### src/field_subtoken_splitter_unit_defines.svh
// ----------------------------------------------------------------------------
// field_subtoken_splitter_unit_defines
// Assertion macros used by the subtoken splitter top level.
// ----------------------------------------------------------------------------
`ifndef FIELD_SUBTOKEN_SPLITTER_UNIT_DEFINES_SVH
`define FIELD_SUBTOKEN_SPLITTER_UNIT_DEFINES_SVH

// same-cycle implication, sampled on clk, off while arst_n is low
`define FSP_ASSERT_IMP(label, ante, cons, msg) \
	label: assert property (@(posedge clk) disable iff (!arst_n) (ante) |-> (cons)) \
		else $error(msg);

// next-cycle implication, sampled on clk, off while arst_n is low
`define FSP_ASSERT_NXT(label, ante, cons, msg) \
	label: assert property (@(posedge clk) disable iff (!arst_n) (ante) |=> (cons)) \
		else $error(msg);

`endif

### src/fsp_pkg.sv
// ----------------------------------------------------------------------------
// fsp_pkg
// Types and constants shared by the field subtoken splitter modules.
// ----------------------------------------------------------------------------
package fsp_pkg;

	localparam int DEF_MAX_SUBTOKENS = 32;
	localparam int DEF_MAX_FIELD_LEN = 1024;

	// result field widths
	localparam int TOK_IDX_W = 5;
	localparam int TOK_LEN_W = 11;
	localparam int SEP_W     = 8;
	localparam int VALUE_W   = 63;
	localparam int ZP_W      = 10;
	localparam int TDATA_W   = 104;

	// configuration port
	localparam int CFG_IDX_W = 3;
	localparam logic [CFG_IDX_W-1:0] REG_SEP_LOW      = 3'd0;
	localparam logic [CFG_IDX_W-1:0] REG_SEP_MID_LOW  = 3'd1;
	localparam logic [CFG_IDX_W-1:0] REG_SEP_MID_HIGH = 3'd2;
	localparam logic [CFG_IDX_W-1:0] REG_SEP_HIGH     = 3'd3;
	localparam logic [CFG_IDX_W-1:0] REG_SPLIT        = 3'd4;

	localparam logic [63:0] SEP_LOW_RST      = 64'd864831904598196738;
	localparam logic [63:0] SEP_MID_LOW_RST  = 64'd1152921506754330624;
	localparam logic [63:0] SEP_MID_HIGH_RST = 64'd0;
	localparam logic [63:0] SEP_HIGH_RST     = 64'd0;

	// character codes
	localparam logic [7:0] CH_ZERO  = 8'h30;
	localparam logic [7:0] CH_NINE  = 8'h39;
	localparam logic [7:0] CH_SPACE = 8'h20;
	localparam logic [7:0] CH_NONE  = 8'h00;

	// largest accumulator that still takes one more digit up to 7
	localparam logic [VALUE_W-1:0] INT_LIM = 63'd922337203685477580;

	localparam int OUTQ_DEPTH = 4;

	typedef struct packed {
		logic [TOK_IDX_W-1:0] token_index;
		logic [TOK_LEN_W-1:0] token_length;
		logic [SEP_W-1:0]     separator_code;
		logic                 double_space;
		logic                 is_integer;
		logic [VALUE_W-1:0]   int_value;
		logic [ZP_W-1:0]      zero_prefix;
		logic                 last_token;
	} fsp_result_t;

	// results produced by one word: vld[0] always fills before vld[1]
	typedef struct packed {
		logic [1:0]  vld;
		fsp_result_t res0;
		fsp_result_t res1;
	} fsp_push_t;

endpackage

### src/field_subtoken_splitter_unit.sv
// ----------------------------------------------------------------------------
// field_subtoken_splitter_unit
// Splits a byte-streamed text field into subtokens and reports each one.
// ----------------------------------------------------------------------------
// Input stream s_axis: one field byte per word, tlast on the last byte of
// the field. Output stream m_axis: one word per subtoken, tlast on the final
// subtoken of the field. cfg: register writes, always ready; write only
// while the block is idle.
// Throughput: one byte per cycle. A byte is registered, then classified and
// folded into the open subtoken once the queue has room (one add of the
// times-ten accumulate and one compare); results enter a four-entry queue.
// A result is written into the queue as its byte leaves the input register.
// A space-ended subtoken is reported with the next byte; one byte yields
// zero, one or two results.
// Stall: while m_axis_tready is low the queue fills; s_axis_tready drops
// once fewer than two queue entries are free and one byte waits in the
// input register.
// Reset: separator set and split flag return to their defaults, the field
// state clears and the queue empties. No clearing pass is needed.
// ----------------------------------------------------------------------------
`include "field_subtoken_splitter_unit_defines.svh"

module field_subtoken_splitter_unit #(
	parameter int MAX_SUBTOKENS = fsp_pkg::DEF_MAX_SUBTOKENS,
	parameter int MAX_FIELD_LEN = fsp_pkg::DEF_MAX_FIELD_LEN
) (
	input  logic                          clk,
	input  logic                          arst_n,
	input  logic                          s_axis_tvalid,
	output logic                          s_axis_tready,
	input  logic [7:0]                    s_axis_tdata,  // char_code
	input  logic                          s_axis_tlast,  // end_of_field
	output logic                          m_axis_tvalid,
	input  logic                          m_axis_tready,
	// token_index, token_length, separator_code, double_space, is_integer,
	// int_value, zero_prefix, zero fill
	output logic [fsp_pkg::TDATA_W-1:0]   m_axis_tdata,
	output logic                          m_axis_tlast,  // last_token
	input  logic                          cfg_valid,
	output logic                          cfg_ready,
	input  logic [fsp_pkg::CFG_IDX_W-1:0] cfg_index,
	input  logic [63:0]                   cfg_data
);
	import fsp_pkg::*;

	logic [255:0] sep_mask_q;
	logic         split_q;
	logic         room;
	fsp_push_t    push;
	fsp_result_t  res;

	assign cfg_ready = 1'b1;

	always_ff @(posedge clk or negedge arst_n) begin
		if (!arst_n) begin
			sep_mask_q <= {SEP_HIGH_RST, SEP_MID_HIGH_RST, SEP_MID_LOW_RST, SEP_LOW_RST};
			split_q    <= 1'b0;
		end else if (cfg_valid && cfg_ready) begin
			case (cfg_index)
				REG_SEP_LOW:      sep_mask_q[63:0]    <= cfg_data;
				REG_SEP_MID_LOW:  sep_mask_q[127:64]  <= cfg_data;
				REG_SEP_MID_HIGH: sep_mask_q[191:128] <= cfg_data;
				REG_SEP_HIGH:     sep_mask_q[255:192] <= cfg_data;
				REG_SPLIT:        split_q             <= cfg_data[0];
				default: begin
					// drop writes to unmapped indexes
				end
			endcase
		end
	end

	fsp_token_core #(
		.MAX_SUBTOKENS(MAX_SUBTOKENS),
		.MAX_FIELD_LEN(MAX_FIELD_LEN)
	) u_core (
		.clk      (clk),
		.arst_n   (arst_n),
		.s_tvalid (s_axis_tvalid),
		.s_tready (s_axis_tready),
		.s_tdata  (s_axis_tdata),
		.s_tlast  (s_axis_tlast),
		.sep_mask (sep_mask_q),
		.split_en (split_q),
		.room     (room),
		.push     (push)
	);

	fsp_out_queue u_queue (
		.clk     (clk),
		.arst_n  (arst_n),
		.push    (push),
		.room    (room),
		.m_valid (m_axis_tvalid),
		.m_ready (m_axis_tready),
		.m_res   (res)
	);

	assign m_axis_tdata = {5'b00000, res.zero_prefix, res.int_value, res.is_integer,
		res.double_space, res.separator_code, res.token_length, res.token_index};
	assign m_axis_tlast = res.last_token;

	`FSP_ASSERT_IMP(a_push_room, push.vld != 2'b00, room, "results pushed into a full queue")
	`FSP_ASSERT_IMP(a_push_order, push.vld[1], push.vld[0], "second result without a first")
	`FSP_ASSERT_IMP(a_stall_cause, !s_axis_tready, !room, "input stalled with queue room")
	`FSP_ASSERT_NXT(a_split_write, cfg_valid && cfg_ready && cfg_index == REG_SPLIT,
		split_q == $past(cfg_data[0]), "split flag write lost")

endmodule

### src/fsp_token_core.sv
// ----------------------------------------------------------------------------
// fsp_token_core
// Input register and per-byte subtoken logic; emits up to two results a word.
// ----------------------------------------------------------------------------
module fsp_token_core #(
	parameter int MAX_SUBTOKENS = 32,
	parameter int MAX_FIELD_LEN = 1024
) (
	input  logic               clk,
	input  logic               arst_n,
	input  logic               s_tvalid,
	output logic               s_tready,
	input  logic [7:0]         s_tdata,
	input  logic               s_tlast,
	input  logic [255:0]       sep_mask,
	input  logic               split_en,
	input  logic               room,
	output fsp_pkg::fsp_push_t push
);
	import fsp_pkg::*;

	localparam int LEN_W = $clog2(MAX_FIELD_LEN + 1);
	localparam int CNT_W = $clog2(MAX_SUBTOKENS);
	localparam logic [LEN_W-1:0] LEN_MAX  = LEN_W'(MAX_FIELD_LEN);
	localparam logic [CNT_W-1:0] CNT_LAST = CNT_W'(MAX_SUBTOKENS - 1);

	typedef struct packed {
		logic [LEN_W-1:0]   len;
		logic               dclass;
		logic               all_dig;
		logic [VALUE_W-1:0] acc;
		logic               ovf;
		logic [LEN_W-1:0]   zrun;
		logic               zact;
	} tok_t;

	function automatic logic is_dig(logic [7:0] c);
		return (c >= CH_ZERO) && (c <= CH_NINE);
	endfunction

	function automatic tok_t tok_add(tok_t t, logic [7:0] c);
		tok_t               r;
		logic [3:0]         d;
		logic [VALUE_W-1:0] lim;
		logic [VALUE_W+2:0] prod;
		r    = t;
		d    = c[3:0];
		lim  = (d > 4'd7) ? INT_LIM - VALUE_W'(1) : INT_LIM;
		prod = ({3'b000, t.acc} << 3) + ({3'b000, t.acc} << 1) + (VALUE_W+3)'(d);
		if (r.len != LEN_MAX) begin
			r.len = r.len + LEN_W'(1);
		end
		if (is_dig(c)) begin
			if (!r.ovf) begin
				if (r.acc > lim) begin
					r.ovf = 1'b1;
				end else begin
					r.acc = prod[VALUE_W-1:0];
				end
			end
		end else begin
			r.all_dig = 1'b0;
		end
		if (r.zact) begin
			if (c == CH_ZERO) begin
				if (r.zrun != LEN_MAX) begin
					r.zrun = r.zrun + LEN_W'(1);
				end
			end else begin
				r.zact = 1'b0;
			end
		end
		return r;
	endfunction

	function automatic tok_t tok_start(logic [7:0] c);
		tok_t t;
		t.len     = '0;
		t.dclass  = is_dig(c);
		t.all_dig = 1'b1;
		t.acc     = '0;
		t.ovf     = 1'b0;
		t.zrun    = '0;
		t.zact    = 1'b1;
		return tok_add(t, c);
	endfunction

	function automatic fsp_result_t tok_capture(tok_t t, logic [7:0] sep,
			logic [CNT_W-1:0] idx, logic last);
		fsp_result_t      r;
		logic             intg;
		logic [LEN_W-1:0] lz;
		intg = t.all_dig & ~t.ovf;
		lz   = '0;
		if (intg) begin
			lz = (t.zrun < t.len) ? t.zrun : t.len - LEN_W'(1);
		end
		r.token_index    = TOK_IDX_W'(idx);
		r.token_length   = TOK_LEN_W'(t.len);
		r.separator_code = sep;
		r.double_space   = 1'b0;
		r.is_integer     = intg;
		r.int_value      = intg ? t.acc : '0;
		r.zero_prefix    = ZP_W'(lz);
		r.last_token     = last;
		return r;
	endfunction

	function automatic fsp_push_t push_add(fsp_push_t p, fsp_result_t r);
		fsp_push_t q;
		q = p;
		if (!q.vld[0]) begin
			q.res0   = r;
			q.vld[0] = 1'b1;
		end else begin
			q.res1   = r;
			q.vld[1] = 1'b1;
		end
		return q;
	endfunction

	// input register
	logic       valid_s1;
	logic [7:0] char_s1;
	logic       eof_s1;

	// field state
	tok_t             tok_q, tok_d;
	logic             open_q, open_d;
	logic [CNT_W-1:0] cnt_q, cnt_d;
	logic             pend_q, pend_d;
	fsp_result_t      pres_q, pres_d;

	logic        go;
	logic        c_dig;
	logic        sep_hit;
	logic        ends;
	logic        fld_end;
	logic        cont;
	tok_t        tok_added;
	tok_t        tok_started;
	fsp_result_t pend_out;

	assign go       = valid_s1 & room;
	assign s_tready = ~valid_s1 | go;

	assign c_dig       = is_dig(char_s1);
	assign sep_hit     = sep_mask[char_s1];
	assign ends        = (cnt_q < CNT_LAST) &&
		((split_en && (tok_q.dclass != c_dig)) || sep_hit);
	assign tok_added   = tok_add(tok_q, char_s1);
	assign tok_started = tok_start(char_s1);

	always_comb begin
		pend_out              = pres_q;
		pend_out.double_space = (char_s1 == CH_SPACE);
		pend_out.last_token   = (char_s1 == CH_SPACE) & eof_s1;
	end

	always_comb begin
		push    = '0;
		tok_d   = tok_q;
		open_d  = open_q;
		cnt_d   = cnt_q;
		pend_d  = pend_q;
		pres_d  = pres_q;
		fld_end = 1'b0;
		cont    = 1'b1;
		if (go) begin
			// a space-ended subtoken waits for this byte to settle double_space
			if (pend_q) begin
				pend_d = 1'b0;
				push   = push_add(push, pend_out);
				if (char_s1 == CH_SPACE) begin
					cont    = 1'b0;
					fld_end = eof_s1;
				end
			end
			if (cont) begin
				if (!open_q) begin
					tok_d  = tok_started;
					open_d = 1'b1;
					if (eof_s1) begin
						push    = push_add(push, tok_capture(tok_started, CH_NONE, cnt_q, 1'b1));
						fld_end = 1'b1;
					end
				end else if (!ends) begin
					tok_d = tok_added;
					if (eof_s1) begin
						push    = push_add(push, tok_capture(tok_added, CH_NONE, cnt_q, 1'b1));
						fld_end = 1'b1;
					end
				end else if (sep_hit && (char_s1 != CH_NONE)) begin
					// consume the separator
					cnt_d  = cnt_q + CNT_W'(1);
					open_d = 1'b0;
					if (eof_s1) begin
						push    = push_add(push, tok_capture(tok_q, char_s1, cnt_q, 1'b1));
						fld_end = 1'b1;
					end else if (char_s1 == CH_SPACE) begin
						pend_d = 1'b1;
						pres_d = tok_capture(tok_q, char_s1, cnt_q, 1'b0);
					end else begin
						push = push_add(push, tok_capture(tok_q, char_s1, cnt_q, 1'b0));
					end
				end else begin
					// boundary without a consumed separator: this byte opens the next one
					cnt_d  = cnt_q + CNT_W'(1);
					tok_d  = tok_started;
					open_d = 1'b1;
					push   = push_add(push, tok_capture(tok_q, CH_NONE, cnt_q, 1'b0));
					if (eof_s1) begin
						push    = push_add(push, tok_capture(tok_started, CH_NONE,
							cnt_q + CNT_W'(1), 1'b1));
						fld_end = 1'b1;
					end
				end
			end
			if (fld_end) begin
				cnt_d  = '0;
				open_d = 1'b0;
				pend_d = 1'b0;
			end
		end
	end

	always_ff @(posedge clk or negedge arst_n) begin
		if (!arst_n) begin
			valid_s1 <= 1'b0;
			open_q   <= 1'b0;
			cnt_q    <= '0;
			pend_q   <= 1'b0;
		end else begin
			if (s_tready) begin
				valid_s1 <= s_tvalid;
			end
			open_q <= open_d;
			cnt_q  <= cnt_d;
			pend_q <= pend_d;
		end
	end

	always_ff @(posedge clk) begin
		if (s_tvalid && s_tready) begin
			char_s1 <= s_tdata;
			eof_s1  <= s_tlast;
		end
		tok_q  <= tok_d;
		pres_q <= pres_d;
	end

endmodule

### src/fsp_out_queue.sv
// ----------------------------------------------------------------------------
// fsp_out_queue
// Small result queue: takes up to two results a cycle, hands out one.
// ----------------------------------------------------------------------------
module fsp_out_queue (
	input  logic                 clk,
	input  logic                 arst_n,
	input  fsp_pkg::fsp_push_t   push,
	output logic                 room,
	output logic                 m_valid,
	input  logic                 m_ready,
	output fsp_pkg::fsp_result_t m_res
);
	import fsp_pkg::*;

	localparam int PTR_W = $clog2(OUTQ_DEPTH);
	localparam int CNT_W = $clog2(OUTQ_DEPTH + 1);

	fsp_result_t      mem_q [OUTQ_DEPTH];
	logic [PTR_W-1:0] wr_q;
	logic [PTR_W-1:0] rd_q;
	logic [CNT_W-1:0] cnt_q;
	logic [1:0]       n_push;
	logic             pop;

	assign n_push  = {1'b0, push.vld[1]} + {1'b0, push.vld[0]};
	assign pop     = m_valid & m_ready;
	assign m_valid = (cnt_q != '0);
	assign m_res   = mem_q[rd_q];
	// leave space for the two results one byte can produce
	assign room    = (cnt_q <= CNT_W'(OUTQ_DEPTH - 2));

	always_ff @(posedge clk or negedge arst_n) begin
		if (!arst_n) begin
			wr_q  <= '0;
			rd_q  <= '0;
			cnt_q <= '0;
		end else begin
			wr_q  <= wr_q + PTR_W'(n_push);
			rd_q  <= rd_q + PTR_W'(pop);
			cnt_q <= cnt_q + CNT_W'(n_push) - CNT_W'(pop);
		end
	end

	always_ff @(posedge clk) begin
		if (push.vld[0]) begin
			mem_q[wr_q] <= push.res0;
		end
		if (push.vld[1]) begin
			mem_q[wr_q + PTR_W'(1)] <= push.res1;
		end
	end

endmodule
### config.mk
export PLATFORM = sky130hd
export DESIGN_NAME = field_subtoken_splitter_unit
export DESIGN_NICKNAME = d
export VERILOG_FILES = /design/src/fsp_pkg.sv /design/src/field_subtoken_splitter_unit.sv /design/src/fsp_token_core.sv /design/src/fsp_out_queue.sv
export VERILOG_INCLUDE_DIRS = /design/src /design/src/src
export SDC_FILE = /design/constraint.sdc
export NUM_CORES = 2
export LEC_CHECK = 0
export BUFFER_PORTS_ARGS = -buffer_cell sky130_fd_sc_hd__buf_2
export CORE_ASPECT_RATIO = 0.6
export CORE_MARGIN = 8
export CORE_UTILIZATION = 45
export DETAILED_ROUTE_END_ITERATION = 16
export SLEW_MARGIN = 20
export SYNTH_ARGS = -nofsm -noshare
export SYNTH_HDL_FRONTEND = slang
export SYNTH_SLANG_ARGS = --single-unit
### constraint.sdc
create_clock -name clk -period 12.25 [get_ports clk]
set_input_delay 3.0625 -clock clk [delete_from_list [all_inputs] [get_ports clk]]
set_output_delay 3.0625 -clock clk [all_outputs]
set_load 0.01 [all_outputs]
; ---- Yosys cells after proc, flatten, opt, wreduce, memory -nomap -nowiden
; Memory sizes are Yosys's and may differ from the RTL's.
; Index checks and enable logic that the tools add are counted.
[classes]
addsub = 13
magnitude_cmp = 11
n_eq_ne = 12
muxes = 89
bitwise = 12
n_reduce_logical = 22
[op_table]
columns = op, n
row1 = $mux 202, 11
row2 = $mux 100, 12
row3 = $mux 101, 5
row4 = $mux 201, 1
row5 = $mux 63, 3
row6 = $mux 89, 2
row7 = $mux 64, 2
row8 = $mux 78, 1
row9 = $add 63x4->63, 1
row10 = $add 63x63->63, 1
row11 = $gt 1x63->1 const A, 1
row12 = $gt 63x60->1, 1
row13 = $mux 10, 5
row14 = $mux 1, 34
row15 = $mux 11, 3
row16 = $mux 5, 5
row17 = $add 11x1->11 const B, 2
row18 = $lt 11x11->1, 2
row19 = $ne 11x11->1 const B, 2
row20 = $sub 10x1->10 const B, 2
row21 = $eq 8x6->1 const B, 2
row22 = $mux 12, 1
row23 = $reduce_and 2->1, 6
row24 = $lt 8x9->1 const B, 1
row25 = 34 further kinds, 53
[word_totals]
regBits = 468
ramBits = 400
out_inout_bits = 108
memories = 1
[mem_list]
columns = name, depth, width, rd, rd_clocked_by_memory_dff, wr, line
row1 = u_queue.mem_q, 4, 100, 1, 0, 2, fsp_out_queue.sv:19  ; fsp_result_t mem_q [OUTQ_DEPTH];

; ---- Longest topological paths before layout
[logic_depth]
ltp_word = 20
mapped_depth = 24
depth_no_buf = 18

; ---- Hierarchy
; Synthesis repeated with hierarchy kept, for this count alone.
[hier_totals]
hier_cells = 3704
hier_area_um2 = 50178.1
[modules_own_cells]
columns = module, instances, cells_per_inst, area_per_inst_um2, seq_area_each_um2
row1 = fsp_token_core, 1, 2143, 19877.8, 6085.8
row2 = fsp_out_queue, 1, 1006, 19730.2, 12186.7
row3 = field_subtoken_splitter_unit, 1, 555, 10570.1, 6442.4

; ---- Worst setup path after synthesis
; OpenSTA, ideal clock, no wires.
[synth_path]
path_kind = register -> register
startpoint = reg u_core.char_s1[1]
endpoint = reg u_core.pres_q, in the netlist u_core.pend_out[10], enable pin
arrival_time_ns = 9.329
required_ns = 11.575
setup_slack_ns = 2.246
stages_incl_launch_ff = 14
synth_period_minus_slack_ns = 10.004
path_cell_list = edfxtp_1 buf_4 buf_8 buf_6 buf_6 mux2i_1 a2111oi_2 a2111oi_2 or4_1 mux2i_2 and2_1 buf_2 nand2_1 nor3_1
[synth_between]
elab_chain_cells = 7
elab_cells_between_ends = 16
[synth_lines]
columns = element, line
row1 = "start, declared", fsp_token_core.sv:124  ; logic [7:0] char_s1;
row2 = "start signal, assigned", fsp_token_core.sv:245  ; char_s1 <= s_tdata;
row3 = branches (longest 6 deep; another with $bmux 1 s8), --
row4 = $reduce_and 7->1 (no line) (*), --
row5 = "end signal, assigned", fsp_token_core.sv:249  ; pres_q <= pres_d;
row6 = "end, declared", fsp_token_core.sv:132  ; fsp_result_t pres_q, pres_d;
; Mark *: on every way between the ends. The select of a mux whose other input is x is not followed.
; A chain may end at the register's enable or synchronous reset.

==> reports/metrics.csv <==
metric,value,unit
status,"complete, no violations",
worst_skew_pair.late_latency,710,ps
areaGrowthSynthToFinish,10.2,%
nets,4140,
power_leakage,18.8,nW
synth_edf_count,592,
std_cell_rows,92,
post-cts-setup-buffers,0,
required,12620,ps
drive_above_1_share,22.4,%
clock_sink_count,868,
num-fill-cells,9141,
reg2reg_depth,16,
crit_type,register to register,
cts_htree_levels,3,
drc,0,
crit_end,u_queue.mem_q[0][59],
reg2reg_from,u_core.char_s1[0],
grt_max_degree,114,
final.setup.tns,0,ps
cts_tree,done,
numCtsBuffers,86,
final_cell_mix,"edfxtp_1, o22ai_1, mux2_2",
gp_congestion,0.973,
grt_first_pass_wirelength,222000,um
period_needed,7450,ps
finalWorstSetupSlack,4800,ps
finalInstanceArea,52400,um^2
clk_pin_slew,60,ps
wl_per_cell,27.6,um
arrival,7830,ps
final_antenna_net_count,0,
skew,39.8,ps
grt_setup_unrepaired,false,
wl,149000,um
vias_per_cell,6.45,
startpoint,u_core.char_s1[0],
vdd_ir_drop_max,0.000170,V
finalSetupViolations,0,
synthesis.instances,3853,
ioPinCount,189,
place_ws,4920,ps
ys_ff_latch,868,
io_buffer_count,182,
finalHoldViolCount,0,
firstDrtPassIters,6,
ys_warn_count,0,
synth_area,47500,um^2
rrSetupSlack,4800,ps
holdWs,489,ps
yosysUniqueCellTypes,104,
placed_cell_area,49500,um^2
drt-initial-drc-count,4599,
path_max_fanout,38,
async_flop_share,31.3,%
slew_viol_final,0,
yosysSeqAreaShare,51.9,%
die_area,117000,um^2
cp-start-kind,register,
r2r_end,u_queue.mem_q[0][59],
timing.final.crit_share,60.8,%
coreArea,105000,um^2
drv_cap,0,
grt_overflow,0,
hp-class,register to register,
first_global_vias,33447,
via_count,34722,
die_h,268,um
root_buffer,clkbuf_16,
clockBufferDepth,3,
final_util,50.0,%
antenna_found_initial,7,
synth.avg_cell_area,12.3,um^2
fmax,0.134,GHz
slew_headroom,22.8,%
cts_resized,0,
cellPowerDensity,245,nW/um^2
tightest_slew,1150,ps
synth_flop_cell,edfxtp_1,
initial_core_util,45.3,%
dpl.hpwl,98500,um
postCtsHoldBufs,0,
endpoint_kind,register,
fp.dieW,436,um
layout.cells.most_common,edfxtp_1,
grtUsageTotal,24.7,%
-- how the worst min path moves through the flow --
stage                    startpoint                    to  cells after the start
2_1_floorplan       u_core.cnt_q[2]   u_core.pend_out[97]                      0
6_report       u_queue.mem_q[1][75]  u_queue.mem_q[1][75]                      2
3_5_place_dp   u_queue.mem_q[1][75]  u_queue.mem_q[1][75]                      2
3_3_place_gp   u_queue.mem_q[1][75]  u_queue.mem_q[1][75]                      2
4_1_cts        u_queue.mem_q[1][75]  u_queue.mem_q[1][75]                      2
5_1_grt        u_queue.mem_q[1][75]  u_queue.mem_q[1][75]                      2
-- final cells by class --
type	count	area, um^2	area share, %
multi-input cells	2648	21500	41.0
clock buffers	120	2440	4.65
repair buffers	241	1420	2.70
inverters	55	206	0.394
clock inverters	40	420	0.802
flip-flops and latches	868	24700	47.1
diodes	2	5.00	0.00955
well taps	1410	1760	3.37
-- worst max-delay path, cell delays in order (launching register included) --
cell and delay [ps]:
edfxtp_1 320, buf_4 380, buf_4 570, and2b_1 630, a22oi_1 200, o211ai_1 130
nor4bb_1 860, or4_1 320, o22a_1 520, and2_1 290, a22o_4 230, nand2_4 100
inv_2 90, nand3_4 560, nand2_4 870, buf_4 670, buf_12 290
-- cells in the mapped netlist (all sizes together) (52+ instances only) --
| cell | instances | area, um^2 |
|---|---|---|
| a21oi | 205 | 1030 |
| a22o | 72 | 639 |
| a22oi | 52 | 390 |
| and2 | 85 | 532 |
| buf | 156 | 876 |
| clkbuf | 130 | 488 |
| dfrtp | 263 | 6580 |
| edfxtp | 592 | 17800 |
| ha | 156 | 1950 |
| inv | 54 | 203 |
| mux2 | 272 | 3060 |
| mux2i | 106 | 1060 |
| mux4 | 134 | 3020 |
| nand2 | 179 | 684 |
| nand3 | 57 | 313 |
| nor2 | 270 | 1030 |
| o21ai | 113 | 566 |
| o22ai | 326 | 2060 |
| xnor2 | 60 | 526 |
-- cells by family (layout without fill, tap and decap cells) --
logic type / count (synthesis) / after routing / synth area share [%]
fa+ha+maj: 159 / 159 / 4.23
flops: 868 / 868 / 51.9
mux: 512 / 512 / 15.0
simple gates: 823 / 823 / 8.60
other cells: 2 / 8 / 0.0158
xor+xnor: 94 / 94 / 1.73
compound gates: 1054 / 1054 / 15.2
buf+inv: 341 / 456 / 3.30
-- state kept, by name, indices dropped and copies added (netlist names) --
name,flops
u_queue.rd_q,2
u_core.pend_out,98
u_queue.cnt_q,3
u_core.tok_added,1
u_queue.mem_q,400
u_core.char_s1,8
u_core.open_q,1
split_q,1
u_core.eof_s1,1
u_core.valid_s1,1
u_core.cnt_q,5
u_core.tok_q,88
u_core.pend_q,1
u_queue.wr_q,2
sep_mask_q,256
-- power breakdown --
group          internal, W  switching, W
sequential         0.00381      0.000604
clock              0.00149       0.00122
combinational      0.00215       0.00354
total              0.00746       0.00536
-- per-layer routing --
layer | wire [um] | track usage [%] | part of all wire, % | vias up
li1 | - | - | - | 15208
met1 | 70600 | 39.4 | 47 | 17471
met2 | 59100 | 33.3 | 40 | 1860
met3 | 16300 | 5.99 | 11 | 179
met4 | 2700 | 5.39 | 1.8 | 4
met5 | 24 | 0 | 0.016 | -
-- per-stage QoR --
step           power [W]  cells
6_report          0.0128   5384
5_1_grt           0.0135   5383
4_1_cts           0.0128   5380
3_5_place_dp      0.0100   5220
3_3_place_gp      0.0100   5220
2_1_floorplan    0.00816   3857
No activity file was read; power rests on OpenSTA's default activity.
